## src/hdl/gray_world_white_balance_core_assert.svh

```systemverilog
// assertion macros shared by the gray-world white balance rtl
// expects a clock named clk and an active-low reset named arst_n in scope
`ifndef GRAY_WORLD_WHITE_BALANCE_CORE_ASSERT_SVH
`define GRAY_WORLD_WHITE_BALANCE_CORE_ASSERT_SVH

// checked on every clock edge outside reset
`define GWWB_ASSERT(lbl, prop, msg) \
	lbl: assert property (@(posedge clk) disable iff (!arst_n) (prop)) else $error(msg);

// checked on every clock edge, reset included
`define GWWB_ASSERT_ALWAYS(lbl, prop, msg) \
	lbl: assert property (@(posedge clk) (prop)) else $error(msg);

`endif

```

## src/hdl/gwwb_pkg.sv

```systemverilog
// types and fixed constants of the gray-world white balance core
// no dependencies
package gwwb_pkg;

	localparam int PIX_W   = 8;
	localparam int SUM_W   = 28;
	localparam int GAIN_W  = 24;
	localparam int TOTAL_W = 30;
	localparam int NUM_CH  = 3;

	typedef logic [PIX_W-1:0]   pix_t;
	typedef logic [SUM_W-1:0]   sum_t;
	typedef logic [GAIN_W-1:0]  gain_t;
	typedef logic [TOTAL_W-1:0] total_t;

	localparam gain_t GAIN_MAX = '1;
	localparam sum_t  SUM_MAX  = '1;
	localparam pix_t  PIX_MAX  = '1;

	localparam logic KIND_STATS = 1'b0;
	localparam logic KIND_APPLY = 1'b1;

endpackage

```

## src/hdl/gray_world_white_balance_core.sv

```systemverilog
// gray-world white balance core: statistics sums, iterative gain divider, gain apply
// depends on gwwb_pkg and gray_world_white_balance_core_assert.svh
//
// Usage: stream a frame once with kind=0 (statistics) and mark its last pixel with
// frame_end, then stream it again with kind=1 (apply); each apply request returns one
// balanced pixel. Statistics requests are taken one per cycle while the core is idle. A
// statistics request with frame_end makes the core busy while one shared restoring divider
// produces one quotient bit per cycle for the blue, green and red gains in turn; a channel
// whose sum is zero skips its division. An apply request occupies the core while one shared
// 8x24 multiplier scales the three channels on consecutive cycles, then the pixel moves to
// the output register. A finished pixel may wait in the output register while new requests
// are taken. Gains are unsigned with GAIN_FRAC_BITS fraction bits and reset to unity.
`include "gray_world_white_balance_core_assert.svh"

module gray_world_white_balance_core #(
	parameter int GAIN_FRAC_BITS = 16
) (
	input  logic                clk,
	input  logic                arst_n,
	// input channel
	input  logic                in_valid,
	output logic                in_stall,
	input  logic                kind,
	input  gwwb_pkg::pix_t      blue_in,
	input  gwwb_pkg::pix_t      green_in,
	input  gwwb_pkg::pix_t      red_in,
	input  logic                frame_end,
	// output channel
	output logic                out_valid,
	input  logic                out_stall,
	output gwwb_pkg::pix_t      blue_out,
	output gwwb_pkg::pix_t      green_out,
	output gwwb_pkg::pix_t      red_out
);

	// dividend is (total << frac) plus half the denominator
	localparam int DW    = gwwb_pkg::TOTAL_W + 1 + GAIN_FRAC_BITS;
	localparam int CNT_W = $clog2(DW);

	localparam gwwb_pkg::gain_t UNITY = (GAIN_FRAC_BITS >= gwwb_pkg::GAIN_W) ?
		gwwb_pkg::GAIN_MAX : gwwb_pkg::gain_t'(64'd1 << GAIN_FRAC_BITS);
	localparam logic [32:0] HALF = 33'(64'd1 << (GAIN_FRAC_BITS - 1));

	// sequencer codes
	localparam logic [2:0] S_IDLE     = 3'd0;
	localparam logic [2:0] S_TOTAL    = 3'd1;
	localparam logic [2:0] S_DIV_INIT = 3'd2;
	localparam logic [2:0] S_DIV_STEP = 3'd3;
	localparam logic [2:0] S_APPLY    = 3'd4;
	localparam logic [2:0] S_OUT      = 3'd5;

	localparam logic [1:0] CH_LAST = 2'(gwwb_pkg::NUM_CH - 1);

	logic [2:0] state_q;
	logic [1:0] ch_q;       // channel under work: 0 blue, 1 green, 2 red
	logic       out_valid_q;

	gwwb_pkg::sum_t  sum_q  [gwwb_pkg::NUM_CH];
	gwwb_pkg::gain_t gain_q [gwwb_pkg::NUM_CH];

	// payload registers
	gwwb_pkg::pix_t  pix_q  [gwwb_pkg::NUM_CH];
	gwwb_pkg::pix_t  res_q  [gwwb_pkg::NUM_CH];
	gwwb_pkg::pix_t  out_q  [gwwb_pkg::NUM_CH];
	gwwb_pkg::total_t total_q;
	gwwb_pkg::total_t den_q;
	gwwb_pkg::total_t rem_q;
	logic [DW-1:0]    dvd_q;
	gwwb_pkg::gain_t  quo_q;
	logic             ovf_q;
	logic [CNT_W-1:0] bit_q;

	logic            in_acc;
	logic            out_load;
	gwwb_pkg::pix_t  in_pix [gwwb_pkg::NUM_CH];
	logic [gwwb_pkg::SUM_W:0] sum_add [gwwb_pkg::NUM_CH];
	gwwb_pkg::sum_t  sum_nxt [gwwb_pkg::NUM_CH];

	// divider datapath
	gwwb_pkg::total_t    den_c;
	logic [DW-1:0]       dvd_init;
	logic [gwwb_pkg::TOTAL_W:0] trial;
	logic [gwwb_pkg::TOTAL_W:0] diff;
	logic                q_bit;
	logic                chan_zero;
	logic                div_last;

	// multiplier datapath
	logic [31:0]     prod;
	logic [32:0]     rnd;
	logic [32:0]     shf;
	gwwb_pkg::pix_t  scaled;

	assign in_stall  = (state_q != S_IDLE);
	assign in_acc    = in_valid && !in_stall;
	assign out_load  = (state_q == S_OUT) && (!out_valid_q || !out_stall);
	assign out_valid = out_valid_q;
	assign blue_out  = out_q[0];
	assign green_out = out_q[1];
	assign red_out   = out_q[2];

	assign in_pix[0] = blue_in;
	assign in_pix[1] = green_in;
	assign in_pix[2] = red_in;

	// saturating accumulate of the incoming pixel
	always_comb begin
		for (int c = 0; c < gwwb_pkg::NUM_CH; c++) begin
			sum_add[c] = {1'b0, sum_q[c]} + (gwwb_pkg::SUM_W + 1)'(in_pix[c]);
			sum_nxt[c] = sum_add[c][gwwb_pkg::SUM_W] ? gwwb_pkg::SUM_MAX :
				sum_add[c][gwwb_pkg::SUM_W-1:0];
		end
	end

	// denominator 3*sum and rounded dividend for the selected channel
	assign den_c     = {1'b0, sum_q[ch_q], 1'b0} + {2'b00, sum_q[ch_q]};
	assign dvd_init  = (DW'(total_q) << GAIN_FRAC_BITS) + DW'(den_c >> 1);
	assign chan_zero = (sum_q[ch_q] == '0);

	// one restoring step per cycle
	assign trial    = {rem_q, dvd_q[DW-1]};
	assign diff     = trial - {1'b0, den_q};
	assign q_bit    = (trial >= {1'b0, den_q});
	assign div_last = (bit_q == '0);

	// shared multiplier with round half up and clamp
	assign prod   = {24'd0, pix_q[ch_q]} * {8'd0, gain_q[ch_q]};
	assign rnd    = {1'b0, prod} + HALF;
	assign shf    = rnd >> GAIN_FRAC_BITS;
	assign scaled = (shf > 33'(gwwb_pkg::PIX_MAX)) ? gwwb_pkg::PIX_MAX : shf[7:0];

	// control and state
	always_ff @(posedge clk or negedge arst_n) begin
		if (!arst_n) begin
			state_q     <= S_IDLE;
			ch_q        <= '0;
			out_valid_q <= 1'b0;
			for (int c = 0; c < gwwb_pkg::NUM_CH; c++) begin
				sum_q[c]  <= '0;
				gain_q[c] <= UNITY;
			end
		end else begin
			if (out_load) begin
				out_valid_q <= 1'b1;
			end else if (!out_stall) begin
				out_valid_q <= 1'b0;
			end

			unique case (state_q)
				S_IDLE: begin
					ch_q <= '0;
					if (in_acc) begin
						if (kind == gwwb_pkg::KIND_APPLY) begin
							state_q <= S_APPLY;
						end else begin
							for (int c = 0; c < gwwb_pkg::NUM_CH; c++) begin
								sum_q[c] <= sum_nxt[c];
							end
							if (frame_end) begin
								state_q <= S_TOTAL;
							end
						end
					end
				end
				S_TOTAL: begin
					state_q <= S_DIV_INIT;
				end
				S_DIV_INIT: begin
					if (chan_zero) begin
						gain_q[ch_q] <= gwwb_pkg::GAIN_MAX;
						if (ch_q == CH_LAST) begin
							state_q <= S_IDLE;
							for (int c = 0; c < gwwb_pkg::NUM_CH; c++) begin
								sum_q[c] <= '0;
							end
						end else begin
							ch_q <= ch_q + 2'd1;
						end
					end else begin
						state_q <= S_DIV_STEP;
					end
				end
				S_DIV_STEP: begin
					if (div_last) begin
						// any bit above the gain width means saturation
						gain_q[ch_q] <= (ovf_q || quo_q[gwwb_pkg::GAIN_W-1]) ?
							gwwb_pkg::GAIN_MAX : {quo_q[gwwb_pkg::GAIN_W-2:0], q_bit};
						if (ch_q == CH_LAST) begin
							state_q <= S_IDLE;
							for (int c = 0; c < gwwb_pkg::NUM_CH; c++) begin
								sum_q[c] <= '0;
							end
						end else begin
							ch_q    <= ch_q + 2'd1;
							state_q <= S_DIV_INIT;
						end
					end
				end
				S_APPLY: begin
					if (ch_q == CH_LAST) begin
						state_q <= S_OUT;
					end else begin
						ch_q <= ch_q + 2'd1;
					end
				end
				S_OUT: begin
					if (out_load) begin
						state_q <= S_IDLE;
					end
				end
				default: begin
					state_q <= S_IDLE;
				end
			endcase
		end
	end

	// datapath registers
	always_ff @(posedge clk) begin
		if (in_acc) begin
			for (int c = 0; c < gwwb_pkg::NUM_CH; c++) begin
				pix_q[c] <= in_pix[c];
			end
		end
		if (state_q == S_TOTAL) begin
			total_q <= gwwb_pkg::TOTAL_W'(sum_q[0]) + gwwb_pkg::TOTAL_W'(sum_q[1])
				+ gwwb_pkg::TOTAL_W'(sum_q[2]);
		end
		if (state_q == S_DIV_INIT) begin
			den_q <= den_c;
			dvd_q <= dvd_init;
			rem_q <= '0;
			quo_q <= '0;
			ovf_q <= 1'b0;
			bit_q <= CNT_W'(DW - 1);
		end
		if (state_q == S_DIV_STEP) begin
			rem_q <= q_bit ? diff[gwwb_pkg::TOTAL_W-1:0] : trial[gwwb_pkg::TOTAL_W-1:0];
			dvd_q <= {dvd_q[DW-2:0], 1'b0};
			quo_q <= {quo_q[gwwb_pkg::GAIN_W-2:0], q_bit};
			ovf_q <= ovf_q | quo_q[gwwb_pkg::GAIN_W-1];
			bit_q <= bit_q - 1'b1;
		end
		if (state_q == S_APPLY) begin
			res_q[ch_q] <= scaled;
		end
		if (out_load) begin
			for (int c = 0; c < gwwb_pkg::NUM_CH; c++) begin
				out_q[c] <= res_q[c];
			end
		end
	end

	// assertions
	`GWWB_ASSERT(a_frame_end_starts_gains,
		(in_acc && kind == gwwb_pkg::KIND_STATS && frame_end) |=> (state_q == S_TOTAL),
		"frame end did not start the gain computation")
	`GWWB_ASSERT(a_apply_starts_at_blue,
		(in_acc && kind == gwwb_pkg::KIND_APPLY) |=> (state_q == S_APPLY && ch_q == 2'd0),
		"apply request did not start at the blue channel")
	`GWWB_ASSERT(a_rem_below_den,
		(state_q == S_DIV_STEP) |-> (rem_q < den_q),
		"divider remainder not below denominator")
	`GWWB_ASSERT(a_sums_cleared,
		(state_q == S_IDLE && ($past(state_q) == S_DIV_STEP || $past(state_q) == S_DIV_INIT))
		|-> (sum_q[0] == '0 && sum_q[1] == '0 && sum_q[2] == '0),
		"channel sums not cleared after gain computation")
	`GWWB_ASSERT(a_ch_in_range, ch_q != 2'd3, "channel index out of range")

endmodule

```

## config.mk

```make
export PLATFORM = sky130hd
export DESIGN_NAME = gray_world_white_balance_core
export DESIGN_NICKNAME = d
export VERILOG_FILES = /design/src/hdl/gwwb_pkg.sv /design/src/hdl/gray_world_white_balance_core.sv
export VERILOG_INCLUDE_DIRS = /design/src /design/src/hdl
export SDC_FILE = /design/constraint.sdc
export NUM_CORES = 1
export LEC_CHECK = 0
export BUFFER_PORTS_ARGS = -buffer_cell sky130_fd_sc_hd__buf_2
export CORE_UTILIZATION = 35
export DETAILED_ROUTE_END_ITERATION = 10
export GPL_TIMING_DRIVEN = 0
export MAX_ROUTING_LAYER = met4
export PLACE_DENSITY = 0.61
export SLEW_MARGIN = 20
export SYNTH_ARGS = -nofsm -noshare
export SYNTH_HDL_FRONTEND = slang
export SYNTH_SLANG_ARGS = --single-unit
```

## constraint.sdc

```tcl
create_clock -name clk -period 8.8 [get_ports clk]
set_input_delay 0.88 -clock clk [delete_from_list [all_inputs] [get_ports clk]]
set_output_delay 0.88 -clock clk [all_outputs]
set_load 0.005 [all_outputs]
```

# Word level (Yosys, flattened, before mapping)
# Memories as Yosys holds them, arrays and structs flattened.
# Index checks and enable logic that the tools add are counted.
# totals
ram_bits,72
register_bits,330
memories,3
# memory_table
memory,depth,width,read_ports,rd_clocked_by_memory_dff,write_ports,line,rtl
out_q,3,8,3,0,3,gray_world_white_balance_core.sv:64,gwwb_pkg::pix_t out_q [gwwb_pkg::NUM_CH];
pix_q,3,8,1,0,3,gray_world_white_balance_core.sv:62,gwwb_pkg::pix_t pix_q [gwwb_pkg::NUM_CH];
res_q,3,8,3,0,1,gray_world_white_balance_core.sv:63,gwwb_pkg::pix_t res_q [gwwb_pkg::NUM_CH];
# op_classes
bitwise,3
n_addsub,11
n_mul,1
n_mux,56
n_reduce_logical,19
n_eq_ne,15
n_lt_le_gt_ge,4
# op_table
op,count
$mux W84,5
$pmux W84 S3,1
$mux W24,6
$mux W72,2
$pmux W72 S2,1
$mux W28,5
$mux W47,2
$mux W30,3
$add A28 B8 Y29,3
$bwmux W72,1
$or A72 B72 Y72,1
$add A29 B28 Y30,2
$bmux W28 S2,1
$bmux W24 S2,1
$demux W24 S2,1
$add A46 B29 Y47,1
$add A32 B16 Y33 const B,1
$mul A8 B24 Y32,1
$ge A31 B30 Y1,1
$sub A30 B30 Y30,1
$add A28 B28 Y29,1
$logic_not A28 Y1,1
$mux W3,8
$pmux W3 S6,1
30 further kinds,58

# Longest topological paths before layout
# depth
ltp_word,8
depth_mapped,29

# Least setup slack after synthesis
# Ideal clock, no wire load.
# synth_path
path_type,register to register
start,register ch_q[0]
end,"memory res_q[0][0] (netlist name), data pin"
arrival_ns,6.434
stages_incl_launch_ff,23
required_time_ns,8.517
setup_slack_ns,2.083
path_cell_list,dfrtp_1 -> clkbuf_1 -> buf_1 -> mux2i_1 -> nor2_1 -> a21oi_1 -> nor2_1 -> fa_1 -> fa_1 -> fa_1 -> inv_1 -> fa_1 -> inv_1 -> ha_1 -> clkbuf_1 -> a21o_1 -> a221oi_1 -> o221ai_1 -> or3_1 -> a211oi_2 -> o211ai_2 -> nor4_4 -> nand2_1
# synth_via
elab_chain_cells,8
word_cells_on_any_way,9
cone_classes,add/sub (1); mul (1); order compare (1); mux (4); bitwise (1); memory (1)
# synth_rtl
element,line,rtl
from (decl),gray_world_white_balance_core.sv:55,logic [1:0] ch_q;
from (signal assigned),gray_world_white_balance_core.sv:177,ch_q <= ch_q + 2'd1;
from (signal assigned),gray_world_white_balance_core.sv:194,ch_q <= ch_q + 2'd1;
from (signal assigned),gray_world_white_balance_core.sv:203,ch_q <= ch_q + 2'd1;
$not A2 Y3 (implied by the code),gray_world_white_balance_core.sv:127,"assign prod = {24'd0, pix_q[ch_q]} * {8'd0, gain_q[ch_q]};"
$bmux W24 S2,gray_world_white_balance_core.sv:127,
$mux W24 (implied by the code) (2 in series),gray_world_white_balance_core.sv:127,
$mul A8 B24 Y32 (*),gray_world_white_balance_core.sv:127,
$add A32 B16 Y33 (*),gray_world_white_balance_core.sv:128,"assign rnd = {1'b0, prod} + HALF;"
$gt A17 B8 Y1,gray_world_white_balance_core.sv:130,assign scaled = (shf > 33'(gwwb_pkg::PIX_MAX)) ? gwwb_pkg::PIX_MAX : shf[7:0];
$mux W8 (*),gray_world_white_balance_core.sv:130,
via scaled[0],gray_world_white_balance_core.sv:92,gwwb_pkg::pix_t scaled;
to (decl),gray_world_white_balance_core.sv:63,
# The timed path passes the listed nets; every way through them passes the cells marked *. The select of a mux whose other input is x is not followed.

# Worst setup path after layout
# layout_path
start,register ch_q[1]
end,"memory res_q[0][7] (netlist name), data pin"
# The elaborated chain is that of the path after synthesis.

==> impl_results.md <==
* Worst path most repeated cell: sky130_fd_sc_hd__fa_1
* Die boundary height at 297 microns
* Nets in the synthesized netlist at 3547
* RSZ-0062 raised after global routing: false
* Leading cell type in the layout, fill and taps excluded: sky130_fd_sc_hd__nor2_1
* Final worst-path cycle share at 92.1%
* First-pass detailed-route iteration total at 6
* Clk root buf: sky130_fd_sc_hd__clkbuf_16
* Max-slew violations at 0
* Total number of yosys warnings at 0
* CTS tree: built
* Worst R2R Start: ch_q[1]
* Pin count of the biggest net entering global routing at 88
* Ratio of routed vias to standard cells at 5.42
* Buffer count from post-CTS setup fixing at 0
* Tightest Pin Transition at 1.24 ns
* Initial antenna violation count at 3
* Endpoint of the lowest-slack register-to-register path: res_q[0][7]
* Total buffers and inverters traversed by the critical path at 6
* Via count of the first global-routing pass at 23507
* Status: complete, no violations
* Async set or reset register ratio after synthesis at 40.3%
* Total gr overflow at 0
* Cts repair resizes at 0
* Worst setup SP type: flip-flop
* Data arrival time of the worst path at 8.38 ns
* Worst min-delay path category: in2async
* Buffer depth of the longest clock path at 3
* Synthesized flop and latch total at 402
* Number of nets in the finished design at 3657
* Placed cell count at 4342
* Peak fanout along the critical path at 10
* Maximum clock frequency at 123 MHz
* DP Wirelength at 67400 microns
* Max_slew headroom at 17.4%
* Max Cap Viol at 0
* Post-synthesis cell count at 3136
* Time the worst path needs with I/O delays and setup at 8.11 ns
* Core Footprint at 0.0855 sq mm
* Wire per inst at 19.8 microns
* Count of inserted antenna diode cells at 0
* Final setup violation count at 0
* Number of flops mapped to enable cells by yosys at 239
* Number of hold buffers added after cts at 0
* DRC violations left at 0
* First-pass GRT wire length at 138000 microns
* Critical setup path kind: reg2reg
* Top_reg_cell synth: sky130_fd_sc_hd__edfxtp_1
* Number of nets with antenna violations after routing at 0
* Clock transition at path regs at 0.06 ns
* Area grow syn2layout at 11.0%
* Initial detailed-routing violation count at 1883
* IO Pins at 56
* Post-synthesis average cell area at 9.69 sq um
* Weighted congestion at the end of routability-driven global placement at 0.949
* Finished Layout Cells at 4428
* Die area at 0.0880 sq mm
* Global-route usage over all layers at 20.8%
* Share of layout cells above drive strength 1 at 6.06%
* Worst clock skew at 0.0372 ns
* Clock buffers created by TritonCTS at 46
* DIE WIDTH at 297 microns
* Family with the most delay on the worst path: adder cells
* Number of cell instances on the worst register-to-register path at 22
* Count of buffers inserted at the top-level ports at 55
* Number of endpoints with negative hold slack in the final report at 0
* Maximum level of the CTS H-tree at 2
* Standard cell with the maximum stage delay on the critical path: sky130_fd_sc_hd__a21oi_1
* Total number of vias at 23994
* Initial standard-cell utilization of the core at 35.5%
* FP Rows at 107
* Cell breakdown of the critical path: clkbuf_1 > buf_1 > buf_1 > nor2_1 > a21oi_1 > nor2_1 > fa_1 > fa_1 > fa_1 > inv_1 > fa_1 > inv_1 > ha_1 > clkbuf_1 > a21o_1 > a221oi_1 > o221ai_1 > or3_1 > a211oi_2 > o211ai_2 > nor4_4 > nand2_1
* Commonest cells after routing, fill and taps aside: 366 x sky130_fd_sc_hd__nor2_1, 305 x sky130_fd_sc_hd__inv_1, 239 x sky130_fd_sc_hd__edfxtp_1
* Summed negative setup slack over all endpoints at 0 ns
* Req. time, crit path at 9.07 ns
* Share of synthesized area occupied by flip-flops and latches at 37.0%
* Aggregate routed wire length at 87500 microns
* Mapped Area at 0.0304 sq mm
* Number of clock sinks at 402
* Worst path max stage delay at 0.70 ns
* CP Capture Type: flip-flop
* Clk_lat worst skew at 0.60 ns
* Reg2reg setup slack at 0.69 ns
* Number of different library cells in the post-synthesis netlist at 88
## metal layers
layer / vias up / wire length, microns / GRT usage, %
met5: - / 0 / -
met4: 0 / 2940 / 6.91
met3: 158 / 4590 / 2.50
met2: 667 / 40100 / 32.6
met1: 11843 / 39800 / 28.0
li1: 11326 / - / -
## state kept, by name (all words and copies together), names as in the netlist
register,flops
sum_q,84
gain_q,72
dvd_q,47
den_q,30
rem_q,30
total_q,30
out_q,24
pix_q,24
quo_q,24
res_q,24
bit_q,6
state_q,3
ch_q,2
out_valid,1
ovf_q,1
## per-stage QoR
stage,area [sq um],setup WS [ns],util [%],hold WS [ns]
final,33700,0.692,39.4,0.273
after global routing,33700,0.217,39.4,0.306
after CTS,33700,0.255,39.4,0.279
after detailed placement,32300,0.303,37.7,0.405
after global placement,32100,0.333,37.5,0.402
after floorplan,30400,2.08,-,0.400
## worst register-to-register path: stages (launching register included)
cell                       delay, ns
sky130_fd_sc_hd__dfrtp_1        0.36
sky130_fd_sc_hd__clkbuf_1       0.36
sky130_fd_sc_hd__buf_1          0.36
sky130_fd_sc_hd__buf_1          0.63
sky130_fd_sc_hd__nor2_1         0.12
sky130_fd_sc_hd__a21oi_1        0.70
sky130_fd_sc_hd__nor2_1         0.15
sky130_fd_sc_hd__fa_1           0.56
sky130_fd_sc_hd__fa_1           0.54
sky130_fd_sc_hd__fa_1           0.55
sky130_fd_sc_hd__inv_1          0.05
sky130_fd_sc_hd__fa_1           0.52
sky130_fd_sc_hd__inv_1          0.04
sky130_fd_sc_hd__ha_1           0.28
sky130_fd_sc_hd__clkbuf_1       0.19
sky130_fd_sc_hd__a21o_1         0.21
sky130_fd_sc_hd__a221oi_1       0.53
sky130_fd_sc_hd__o221ai_1       0.22
sky130_fd_sc_hd__or3_1          0.37
sky130_fd_sc_hd__a211oi_2       0.22
sky130_fd_sc_hd__o211ai_2       0.13
sky130_fd_sc_hd__nor4_4         0.46
sky130_fd_sc_hd__nand2_1        0.22
## synth_stat cells, types with 32 or more instances
master,n,share of area (%)
sky130_fd_sc_hd__nand2b_1,38,0.78
sky130_fd_sc_hd__a21o_1,74,1.8
sky130_fd_sc_hd__inv_1,305,3.8
sky130_fd_sc_hd__dfrtp_1,159,13
sky130_fd_sc_hd__o21a_1,32,0.79
sky130_fd_sc_hd__o21ai_0,133,2.2
sky130_fd_sc_hd__xnor2_1,86,2.5
sky130_fd_sc_hd__a22o_1,36,1.0
sky130_fd_sc_hd__mux2i_1,80,2.6
sky130_fd_sc_hd__a21oi_1,237,3.9
sky130_fd_sc_hd__fa_1,166,11
sky130_fd_sc_hd__nand3_1,68,1.1
sky130_fd_sc_hd__nor2_1,367,4.5
sky130_fd_sc_hd__nor3_1,37,0.61
sky130_fd_sc_hd__clkbuf_1,106,1.3
sky130_fd_sc_hd__and3_1,65,1.3
sky130_fd_sc_hd__nand2_1,217,2.7
sky130_fd_sc_hd__ha_1,215,8.9
sky130_fd_sc_hd__o32a_1,61,2.0
sky130_fd_sc_hd__xor2_1,40,1.2
sky130_fd_sc_hd__edfxtp_1,239,24
## worst max-delay path by stage
stage                  from     endpoint  slack (ns)  cells after the start
finish              ch_q[1]  res_q[0][7]        0.69                     22
global route        ch_q[1]  res_q[2][7]        0.22                     22
CTS                 ch_q[0]    dvd_q[41]        0.26                     26
global placement    ch_q[0]    dvd_q[37]        0.33                     26
detailed placement  ch_q[0]    dvd_q[41]        0.30                     26
floorplan           ch_q[0]  res_q[0][0]        2.08                     22
## layout make-up
type / instances / area (sq um)
Inverter: 305 / 1140
Fill cell: 8436 / 51800
Clock inverter: 16 / 131
Multi-Input combinational cell: 2296 / 17500
Buffer: 133 / 528
Clock buffer: 70 / 1350
Timing Repair Buffer: 62 / 403
Tap cell: 1144 / 1430
Sequential cell: 402 / 11300
## cells by family (layout without fill, tap and decap cells)
| family | Yosys count | in the layout | synth area share, % |
|---|---|---|---|
| AND/OR/NAND/NOR | 930 | 930 | 14.2 |
| AO/OA/AOI/OAI | 778 | 778 | 17.2 |
| buffers and inverters | 438 | 586 | 5.48 |
| flip-flops | 402 | 402 | 37.0 |
| adder cells (fa/ha/maj) | 381 | 381 | 19.8 |
| XOR/XNOR | 126 | 126 | 3.63 |
| multiplexers | 81 | 81 | 2.67 |
Power is left out: the tool's default activity adds up to more than one toggle a clock period on the data nets, which glitch-free logic cannot reach.
